==> config.mk <==
export PLATFORM = sky130hd
export DESIGN_NAME = fir_decimator_by_three_core
export DESIGN_NICKNAME = d
export VERILOG_FILES = /design/src/hdl/fdb_pkg.sv /design/src/hdl/fdb_cell.sv /design/src/hdl/fdb_mac.sv /design/src/hdl/fir_decimator_by_three_core.sv
export SDC_FILE = /design/constraint.sdc
export NUM_CORES = 2
export LEC_CHECK = 0
export BUFFER_PORTS_ARGS = -buffer_cell sky130_fd_sc_hd__buf_2
export CORE_UTILIZATION = 60
export DETAILED_ROUTE_END_ITERATION = 16
export GPL_ROUTABILITY_DRIVEN = 0
export PLACE_DENSITY = 0.78
export SYNTH_ARGS = -nofsm -noshare
export SYNTH_HDL_FRONTEND = slang
export SYNTH_SLANG_ARGS = --single-unit
==> constraint.sdc <==
create_clock -name clk -period 23 [get_ports clk]
set_clock_uncertainty 0.2 [all_clocks]
set_input_delay 2.3 -clock clk [delete_from_list [all_inputs] [get_ports clk]]
set_output_delay 2.3 -clock clk [all_outputs]
set_load 0.05 [all_outputs]
==> src/hdl/fdb_pkg.sv <==
// fdb_pkg: shared types, constants and coefficient generation for the FIR decimator.
// Depends on nothing; used by fdb_cell, fdb_mac and fir_decimator_by_three_core.
package fdb_pkg;

  localparam int SAMPLE_W        = 16;
  localparam int ACC_BITS        = 40;
  localparam int TAPS_DEF        = 47;
  localparam int RATIO_DEF       = 3;
  localparam int SAMPLE_RATE_DEF = 48000;
  localparam int COEF_BITS_DEF   = 18;

  localparam longint CUTOFF_HZ   = 7000;
  localparam longint ONE_Q30     = 64'd1 << 30;
  localparam longint PI_Q30      = 64'sd3373259426;
  localparam longint HALF_PI_Q30 = 1686629713;
  localparam longint SAMPLE_MAX  = 32767;
  localparam longint SAMPLE_MIN  = -32768;

  typedef enum logic [1:0] {
    ST_IDLE,
    ST_RUN,
    ST_DRAIN,
    ST_FINISH
  } fdb_state_t;

  typedef struct packed {
    logic clear;
    logic mul_en;
  } fdb_mac_ctl_t;

  // restoring shift-subtract division, elaboration only
  function automatic logic [63:0] udiv64(input logic [63:0] n, input logic [63:0] d);
    logic [64:0] rem;
    logic [63:0] q;
    rem = '0;
    q   = '0;
    for (int i = 63; i >= 0; i--) begin
      rem = {rem[63:0], n[i]};
      if (rem >= {1'b0, d}) begin
        rem  = rem - {1'b0, d};
        q[i] = 1'b1;
      end
    end
    return q;
  endfunction

  // signed division truncating toward zero
  function automatic longint sdiv64(input longint n, input longint d);
    logic [63:0] mn;
    logic [63:0] md;
    logic [63:0] q;
    mn = (n < 0) ? 64'(-n) : 64'(n);
    md = (d < 0) ? 64'(-d) : 64'(d);
    q  = udiv64(mn, md);
    return ((n < 0) != (d < 0)) ? -longint'(q) : longint'(q);
  endfunction

  // sine over a quarter turn, Q30 in and out
  function automatic logic [63:0] sin_quarter(input logic [63:0] r);
    logic [63:0] a;
    logic [63:0] a2;
    logic [63:0] term;
    logic [63:0] div;
    a    = (r * 64'(HALF_PI_Q30)) >> 30;
    a2   = (a * a) >> 30;
    term = 64'(ONE_Q30);
    for (int n = 7; n >= 1; n--) begin
      div  = 64'(2 * n) * 64'(2 * n + 1);
      term = 64'(ONE_Q30) - udiv64((a2 * term) >> 30, div);
    end
    return (a * term) >> 30;
  endfunction

  // sine of a Q32 turn fraction, Q30
  function automatic longint sin_turn(input logic [31:0] p);
    logic [63:0] r;
    r = {34'd0, p[29:0]};
    case (p[31:30])
      2'd0:    return longint'(sin_quarter(r));
      2'd1:    return longint'(sin_quarter(64'(ONE_Q30) - r));
      2'd2:    return -longint'(sin_quarter(r));
      default: return -longint'(sin_quarter(64'(ONE_Q30) - r));
    endcase
  endfunction

  // unnormalized windowed-sinc tap
  function automatic longint coef_v(input longint taps, input longint rate, input longint k);
    longint      d;
    longint      x2;
    longint      sinc;
    longint      c;
    longint      hann;
    logic [63:0] t;
    logic [31:0] p;
    d  = 2 * k - (taps - 1);
    x2 = (d < 0) ? -d : d;
    if (x2 == 0) begin
      sinc = longint'(udiv64(64'(CUTOFF_HZ) << 31, 64'(rate)));
    end else begin
      t    = udiv64(64'(CUTOFF_HZ * x2) << 32, 64'(2 * rate));
      p    = t[31:0];
      sinc = sdiv64(sin_turn(p) * (longint'(1) <<< 31), PI_Q30 * x2);
    end
    t    = udiv64(64'(k) << 32, 64'(taps - 1));
    p    = t[31:0];
    c    = sin_turn(p + 32'h4000_0000);
    hann = sdiv64(ONE_Q30 - c, 2);
    return sdiv64(sinc * hann, ONE_Q30);
  endfunction

  function automatic longint coef_sum(input longint taps, input longint rate);
    longint s;
    s = 0;
    for (longint k = 0; k < taps; k++) begin
      s = s + coef_v(taps, rate, k);
    end
    return (s <= 0) ? 64'sd1 : s;
  endfunction

  // normalized, rounded and saturated tap
  function automatic longint coef_q(input longint taps, input longint rate,
                                    input longint coef_bits, input longint k,
                                    input longint s);
    longint v;
    longint mag;
    longint q;
    longint maxc;
    longint minc;
    v    = coef_v(taps, rate, k);
    mag  = (v < 0) ? -v : v;
    q    = longint'(udiv64(64'((mag <<< (coef_bits - 1)) + (s >>> 1)), 64'(s)));
    q    = (v < 0) ? -q : q;
    maxc = (longint'(1) <<< (coef_bits - 1)) - 1;
    minc = -(longint'(1) <<< (coef_bits - 1));
    if (q > maxc) q = maxc;
    if (q < minc) q = minc;
    return q;
  endfunction

endpackage

==> src/hdl/fdb_cell.sv <==
// fdb_cell: one delay-line cell holding a single sample.
// Depends on fdb_pkg.
module fdb_cell (
  input  logic                                 clk,
  input  logic                                 rst_n,
  input  logic                                 shift_en,
  input  logic signed [fdb_pkg::SAMPLE_W-1:0]  d_i,
  output logic signed [fdb_pkg::SAMPLE_W-1:0]  q_o
);
  import fdb_pkg::*;

  logic signed [SAMPLE_W-1:0] q_r;
  logic signed [SAMPLE_W-1:0] q_nxt;

  always_comb begin
    q_nxt = shift_en ? d_i : q_r;
  end

  always_ff @(posedge clk) begin
    if (!rst_n) begin
      q_r <= '0;
    end else begin
      q_r <= q_nxt;
    end
  end

  assign q_o = q_r;

endmodule

==> src/hdl/fdb_mac.sv <==
// fdb_mac: coefficient ROM, registered multiplier, accumulator and Q15 round/saturate.
// Depends on fdb_pkg.
module fdb_mac #(
  parameter int TAPS        = fdb_pkg::TAPS_DEF,
  parameter int SAMPLE_RATE = fdb_pkg::SAMPLE_RATE_DEF,
  parameter int COEF_BITS   = fdb_pkg::COEF_BITS_DEF,
  parameter int IDX_W       = $clog2(TAPS)
) (
  input  logic                                 clk,
  input  logic                                 rst_n,
  input  fdb_pkg::fdb_mac_ctl_t                ctl,
  input  logic [IDX_W-1:0]                     idx,
  input  logic signed [fdb_pkg::SAMPLE_W-1:0]  sample_i,
  output logic signed [fdb_pkg::SAMPLE_W-1:0]  y_o
);
  import fdb_pkg::*;

  localparam int     PROD_W  = SAMPLE_W + COEF_BITS;
  localparam int     ACC_W   = PROD_W + $clog2(TAPS);
  localparam int     SAT_W   = (ACC_W > ACC_BITS) ? ACC_W : ACC_BITS;
  localparam int     FRAC    = COEF_BITS - 1;
  localparam longint SUM_H   = coef_sum(TAPS, SAMPLE_RATE);
  localparam logic signed [SAT_W-1:0] ACC_MAX =
    SAT_W'((longint'(1) <<< (ACC_BITS - 1)) - 1);
  localparam logic signed [SAT_W-1:0] ACC_MIN =
    SAT_W'(-(longint'(1) <<< (ACC_BITS - 1)));
  localparam logic signed [ACC_BITS:0] RND_C = (ACC_BITS + 1)'(longint'(1) <<< (FRAC - 1));
  localparam logic signed [ACC_BITS:0] Y_MAX = (ACC_BITS + 1)'(SAMPLE_MAX);
  localparam logic signed [ACC_BITS:0] Y_MIN = (ACC_BITS + 1)'(SAMPLE_MIN);

  logic signed [COEF_BITS-1:0] rom [TAPS];

  for (genvar g = 0; g < TAPS; g++) begin : g_rom
    localparam longint HQ = coef_q(TAPS, SAMPLE_RATE, COEF_BITS, g, SUM_H);
    assign rom[g] = HQ[COEF_BITS-1:0];
  end

  logic signed [PROD_W-1:0]   product_r;
  logic signed [PROD_W-1:0]   product_nxt;
  logic                       prod_vld_r;
  logic                       prod_vld_nxt;
  logic signed [ACC_W-1:0]    acc_r;
  logic signed [ACC_W-1:0]    acc_nxt;
  logic signed [SAT_W-1:0]    acc_ext;
  logic signed [ACC_BITS-1:0] acc_sat;
  logic signed [ACC_BITS:0]   acc_rnd;
  logic signed [ACC_BITS:0]   acc_shr;

  always_comb begin
    product_nxt  = sample_i * rom[idx];
    prod_vld_nxt = ctl.mul_en && !ctl.clear;
    if (ctl.clear) begin
      acc_nxt = '0;
    end else if (prod_vld_r) begin
      acc_nxt = acc_r + ACC_W'(product_r);
    end else begin
      acc_nxt = acc_r;
    end
  end

  always_ff @(posedge clk) begin
    if (!rst_n) begin
      prod_vld_r <= 1'b0;
      acc_r      <= '0;
    end else begin
      prod_vld_r <= prod_vld_nxt;
      acc_r      <= acc_nxt;
    end
  end

  always_ff @(posedge clk) begin
    product_r <= product_nxt;
  end

  // clamp to 40 bits, round half up to Q15, clamp to 16 bits
  always_comb begin
    acc_ext = SAT_W'(acc_r);
    if (acc_ext > ACC_MAX) begin
      acc_sat = ACC_MAX[ACC_BITS-1:0];
    end else if (acc_ext < ACC_MIN) begin
      acc_sat = ACC_MIN[ACC_BITS-1:0];
    end else begin
      acc_sat = acc_ext[ACC_BITS-1:0];
    end
    acc_rnd = (ACC_BITS + 1)'(acc_sat) + RND_C;
    acc_shr = acc_rnd >>> FRAC;
    if (acc_shr > Y_MAX) begin
      y_o = Y_MAX[SAMPLE_W-1:0];
    end else if (acc_shr < Y_MIN) begin
      y_o = Y_MIN[SAMPLE_W-1:0];
    end else begin
      y_o = acc_shr[SAMPLE_W-1:0];
    end
  end

endmodule

==> src/hdl/fir_decimator_by_three_core.sv <==
// fir_decimator_by_three_core: top level, rotating chain of sample cells feeding one MAC.
// Depends on fdb_pkg, fdb_cell, fdb_mac.
//
// Usage:
//   Input channel in_valid/in_stall/in_sample carries one signed Q15 sample per request.
//   Output channel out_valid/out_stall/out_filtered_sample carries one low-passed,
//   decimated sample for every RATIO input samples (the first, fourth, ... after reset).
//   A sample that yields no output is taken while the block stays idle. A sample that yields an
//   output starts a pass in which the TAPS-cell chain rotates once through the single
//   multiplier, through the run, drain and finish states, with in_stall high until the
//   result is loaded, so no further sample is taken before the pass ends.
//   The rotation through the shared multiply-accumulate sets the length of the pass.
//   The result sits in an output register; further samples are taken while it waits.
//   If the receiver still stalls when the next result is ready, the block holds in
//   its final state with in_stall high until the register frees.
//   Synchronous reset clears the delay line to zero and the decimation phase to zero;
//   no results are pending after reset.
module fir_decimator_by_three_core #(
  parameter int TAPS        = fdb_pkg::TAPS_DEF,
  parameter int RATIO       = fdb_pkg::RATIO_DEF,
  parameter int SAMPLE_RATE = fdb_pkg::SAMPLE_RATE_DEF,
  parameter int COEF_BITS   = fdb_pkg::COEF_BITS_DEF
) (
  input  logic                                 clk,
  input  logic                                 rst_n,
  input  logic                                 in_valid,
  output logic                                 in_stall,
  input  logic signed [fdb_pkg::SAMPLE_W-1:0]  in_sample,
  output logic                                 out_valid,
  input  logic                                 out_stall,
  output logic signed [fdb_pkg::SAMPLE_W-1:0]  out_filtered_sample
);
  import fdb_pkg::*;

  localparam int               IDX_W    = $clog2(TAPS);
  localparam int               PH_W     = $clog2(RATIO);
  localparam logic [IDX_W-1:0] IDX_LAST = IDX_W'(TAPS - 1);
  localparam logic [PH_W-1:0]  PH_LAST  = PH_W'(RATIO - 1);

  fdb_state_t                 state_r;
  fdb_state_t                 state_nxt;
  logic [IDX_W-1:0]           idx_r;
  logic [IDX_W-1:0]           idx_nxt;
  logic [PH_W-1:0]            phase_r;
  logic [PH_W-1:0]            phase_nxt;
  logic                       out_valid_r;
  logic                       out_valid_nxt;
  logic signed [SAMPLE_W-1:0] out_data_r;
  logic signed [SAMPLE_W-1:0] out_data_nxt;

  logic                       in_accept;
  logic                       load_out;
  logic                       shift_en;
  fdb_mac_ctl_t               mac_ctl;
  logic signed [SAMPLE_W-1:0] chain_q [TAPS];
  logic signed [SAMPLE_W-1:0] head_d;
  logic signed [SAMPLE_W-1:0] mac_y;

  assign in_stall  = (state_r != ST_IDLE);
  assign in_accept = in_valid && !in_stall;

  // new sample enters at the head; during a pass the tail wraps back to the head
  assign head_d   = (state_r == ST_RUN) ? chain_q[TAPS-1] : in_sample;
  assign shift_en = in_accept || (state_r == ST_RUN);

  for (genvar g = 0; g < TAPS; g++) begin : g_chain
    if (g == 0) begin : g_head
      fdb_cell u_cell (
        .clk      (clk),
        .rst_n    (rst_n),
        .shift_en (shift_en),
        .d_i      (head_d),
        .q_o      (chain_q[g])
      );
    end else begin : g_body
      fdb_cell u_cell (
        .clk      (clk),
        .rst_n    (rst_n),
        .shift_en (shift_en),
        .d_i      (chain_q[g-1]),
        .q_o      (chain_q[g])
      );
    end
  end

  fdb_mac #(
    .TAPS        (TAPS),
    .SAMPLE_RATE (SAMPLE_RATE),
    .COEF_BITS   (COEF_BITS),
    .IDX_W       (IDX_W)
  ) u_mac (
    .clk      (clk),
    .rst_n    (rst_n),
    .ctl      (mac_ctl),
    .idx      (idx_r),
    .sample_i (chain_q[TAPS-1]),
    .y_o      (mac_y)
  );

  always_comb begin
    state_nxt      = state_r;
    idx_nxt        = idx_r;
    phase_nxt      = phase_r;
    load_out       = 1'b0;
    mac_ctl.clear  = 1'b0;
    mac_ctl.mul_en = 1'b0;
    case (state_r)
      ST_IDLE: begin
        if (in_accept) begin
          phase_nxt = (phase_r == PH_LAST) ? '0 : phase_r + 1'b1;
          if (phase_r == '0) begin
            state_nxt     = ST_RUN;
            idx_nxt       = IDX_LAST;
            mac_ctl.clear = 1'b1;
          end
        end
      end
      ST_RUN: begin
        mac_ctl.mul_en = 1'b1;
        if (idx_r == '0) begin
          state_nxt = ST_DRAIN;
        end else begin
          idx_nxt = idx_r - 1'b1;
        end
      end
      ST_DRAIN: begin
        state_nxt = ST_FINISH;
      end
      ST_FINISH: begin
        if (!out_valid_r || !out_stall) begin
          load_out  = 1'b1;
          state_nxt = ST_IDLE;
        end
      end
      default: begin
        state_nxt = ST_IDLE;
      end
    endcase
  end

  always_comb begin
    if (load_out) begin
      out_valid_nxt = 1'b1;
      out_data_nxt  = mac_y;
    end else begin
      out_valid_nxt = out_valid_r && out_stall;
      out_data_nxt  = out_data_r;
    end
  end

  always_ff @(posedge clk) begin
    if (!rst_n) begin
      state_r     <= ST_IDLE;
      idx_r       <= '0;
      phase_r     <= '0;
      out_valid_r <= 1'b0;
    end else begin
      state_r     <= state_nxt;
      idx_r       <= idx_nxt;
      phase_r     <= phase_nxt;
      out_valid_r <= out_valid_nxt;
    end
  end

  always_ff @(posedge clk) begin
    out_data_r <= out_data_nxt;
  end

  assign out_valid           = out_valid_r;
  assign out_filtered_sample = out_data_r;

`ifndef SYNTH
  a_out_from_finish: assert property (@(posedge clk) disable iff (!rst_n)
    $rose(out_valid) |-> $past(state_r == ST_FINISH))
    else $error("result appeared outside finish state");

  a_idx_steps: assert property (@(posedge clk) disable iff (!rst_n)
    (state_r == ST_RUN) && $past(state_r == ST_RUN) |-> idx_r == $past(idx_r) - 1'b1)
    else $error("tap index did not step during rotation");

  a_phase_range: assert property (@(posedge clk) disable iff (!rst_n)
    phase_r <= PH_LAST)
    else $error("decimation phase out of range");

  a_skip_stays_idle: assert property (@(posedge clk) disable iff (!rst_n)
    in_accept && (phase_r != '0) |=> state_r == ST_IDLE)
    else $error("non-output sample started a pass");

  a_pass_start: assert property (@(posedge clk) disable iff (!rst_n)
    in_accept && (phase_r == '0) |=> (state_r == ST_RUN) && (idx_r == IDX_LAST))
    else $error("output sample did not start a full pass");
`endif

endmodule
==> reports/results.ini <==
[floorplanning]
die_area_um2=73500
fp.dieH_um=271
initial_core_util_pct=60.7
rows=98
die_w_um=271
io_pins=38
core_area_um2=71600

[setup_path]
cp-start-kind=flip-flop
required_ns=23.36
crit_slowest_cell=nor2_1
criticalPathCategory=reg -> reg
path_max_fanout=21
worst_ep_arrival_time_ns=9.73
crit_path_end_kind=flip-flop
crit_path_max_incr_delay_ns=0.76

[pwr]
p_leak_nw=18.0
peakVddDrop_v=0.000130
power.density_nw_per_um2=82.9

[global_routing]
antenna_found_initial=3
grtUsageTotal_pct=23.9
gr-total-overflow=0
first_global_vias=31900
grt_max_degree=238
grt_first_pass_wirelength_mm=150

[routing]
first_iter_violations=2376
wirelength_mm=87.0
route.detailed.drc=0
drtAntennaViolNets=0
viasPerCell=5.37
drt_pass1_iterations=8
via_count=32900
wire_per_inst_um=14.2

[cts]
htree_levels=3
post_cts_resized=0
post-cts-setup-buffers=0
cts_sinks=854
cts_tree=done
path_clk_slew_ns=0.06
cts-root-buf=clkbuf_16
cts_hold_buf=0
cts_buffers=87
insertion_delay_ns=0.65
cts_max_path_buffers=3

[layout]
multiInputGateArea_um2=23500
seq_area_um2=17300
final_layout_size_suffix_gt1_share_pct=4.58
final_common_cell=nand2_1
design_area_um2=46900
final_cell_mix=nand2_1, dfxtp_1, a21oi_1
syn2layout_area_growth_pct=7.87
fin_cells=6127
nets=5545
final_util_pct=65.5
fill_cells=5956

[synthesis]
yosys.area.top_type=dfxtp_1
netlist_area_um2=43500
seq_area_frac_synth_pct=39.7
ys_types=73
synth_top_area_share_pct=38.6
ys_ff_latch=854
synthArstFlopShare_pct=0
ys.flop_type=dfxtp_1
mappedNetlistNets=5725
synth_cells=5284
synth_edf_count=16
synth.avg_cell_area_um2=8.23
yosysWarnings=0
synth_area_leaders=dfxtp_1, nand2_1, fa_1

[hold_path]
min_path_type=reg -> reg

[sta]
fmaxAchievable_ghz=0.107
drv_slew=0
setup_violations=0
finalHoldViolations=0
slew_headroom_pct=17.4
fin_crit_sh_pct=40.7
tightest_slew_ns=1.23
fin_crit_ns=9.37
rsz0062_at_grt=no
tns_ns=0

[placed_design]
placed_cells=5965
dpl_cell_area_um2=43900
port_buffers=37
dp_hpwl_mm=56.4

[run]
drv_cap=0

[outcome]
status=finished clean

[synthesized netlist by cell type, types with 8 or more instances]
cell type  count
a211oi_1      13
a21boi_0     171
a21o_1        35
a21oi_1      655
a31oi_1       12
and2_1       138
and3_1         8
buf_1         30
clkbuf_1     307
dfxtp_1      838
edfxtp_1      16
fa_1         282
ha_1         139
inv_1        389
mux2i_1       48
nand2_1     1682
nand2b_1      17
nand3_1       22
nand3b_1      14
nand4_1       20
nor2_1       105
nor2b_1       15
nor3_1        20
nor3b_1        9
o211a_1       19
o21a_1        13
o21ai_0       65
o22ai_1       12
xnor2_1       56
xor2_1        29
[through the flow]
stage / hold WS [ns] / setup slack, ns / power, mW
after CTS: 0.215 / 13.72 / 3.91
after floorplan: 0.232 / 14.72 / 2.26
after global placement: 0.238 / 14.02 / 2.47
after detailed placement: 0.243 / 13.76 / 2.47
final: 0.214 / 13.63 / 3.89
after global routing: 0.251 / 13.12 / 4.07
[kinds of logic (layout without fill, tap and decap cells)]
kind of cell	Yosys count	count (layout)	share of synthesized area, %
flops	854	854	39.7
xor+xnor	85	85	1.71
other cells	0	2	0
buf+inv	731	622	6.33
simple gates	2079	2079	19.6
compound gates	1062	1062	14.4
mux	52	52	1.26
fa+ha+maj	421	421	17.0
[routing by layer]
layer | wire, µm | vias up | track usage [%]
li1 | - | 16500 | -
met2 | 40400 | 697 | 39.3
met3 | 4760 | 182 | 4.11
met4 | 2490 | 0 | 7.70
met1 | 39400 | 15500 | 32.0
met5 | 0 | - | 0
[where the power goes]
group          switching [mW]  total (mW)  internal (mW)
Clock                   0.593        1.43          0.841
Combinational           0.750       0.904          0.155
Sequential             0.0302        1.55           1.52
[final cells by class]
cell class                 instances  area share, %
inverter                         389           3.13
tap                              950           2.53
timing repair buffer              73           1.03
clock buffer                     131           5.58
sequential                       854           36.8
multi-input combinational       3699           50.1
clock inverter                    29          0.832
antenna                            2         0.0107
[sequential cells by signal, summed over array words and instances (netlist names)]
signal                     count
state_r                        2
u_mac.acc_ext                 40
out_valid                      1
g_chain.g_body.u_cell.q_o    736
u_mac.prod_vld_r               1
g_chain.g_head.u_cell.q_o     16
phase_r                        2
u_mac.product_r               34
out_filtered_sample           16
idx_r                          6
[final timing paths]
| check | startpoint | to | slack (ns) | cells after the start |
|---|---|---|---|---|
| worst min-delay path | g_chain[36].g_body.u_cell.q_o[3] | g_chain[37].g_body.u_cell.q_o[3] | 0.21 | 2 |
| worst max register to register | idx_r[0] | u_mac.product_r[31] | 13.63 | 30 |
| worst max-delay path | idx_r[0] | u_mac.product_r[31] | 13.63 | 30 |
| worst min register to register | g_chain[36].g_body.u_cell.q_o[3] | g_chain[37].g_body.u_cell.q_o[3] | 0.21 | 2 |
[worst max-delay path, delay by kind of cell (launching register included)]
kind | cells | cell delay (ns)
AND/OR/NAND/NOR | 4 | 1.25
XOR/XNOR | 1 | 0.13
AO/OA/AOI/OAI | 11 | 2.65
adder cells (fa/ha/maj) | 8 | 3.89
flip-flops | 1 | 0.54
buffers and inverters | 6 | 0.58
Note: power is estimated with default switching activity, not from simulation.
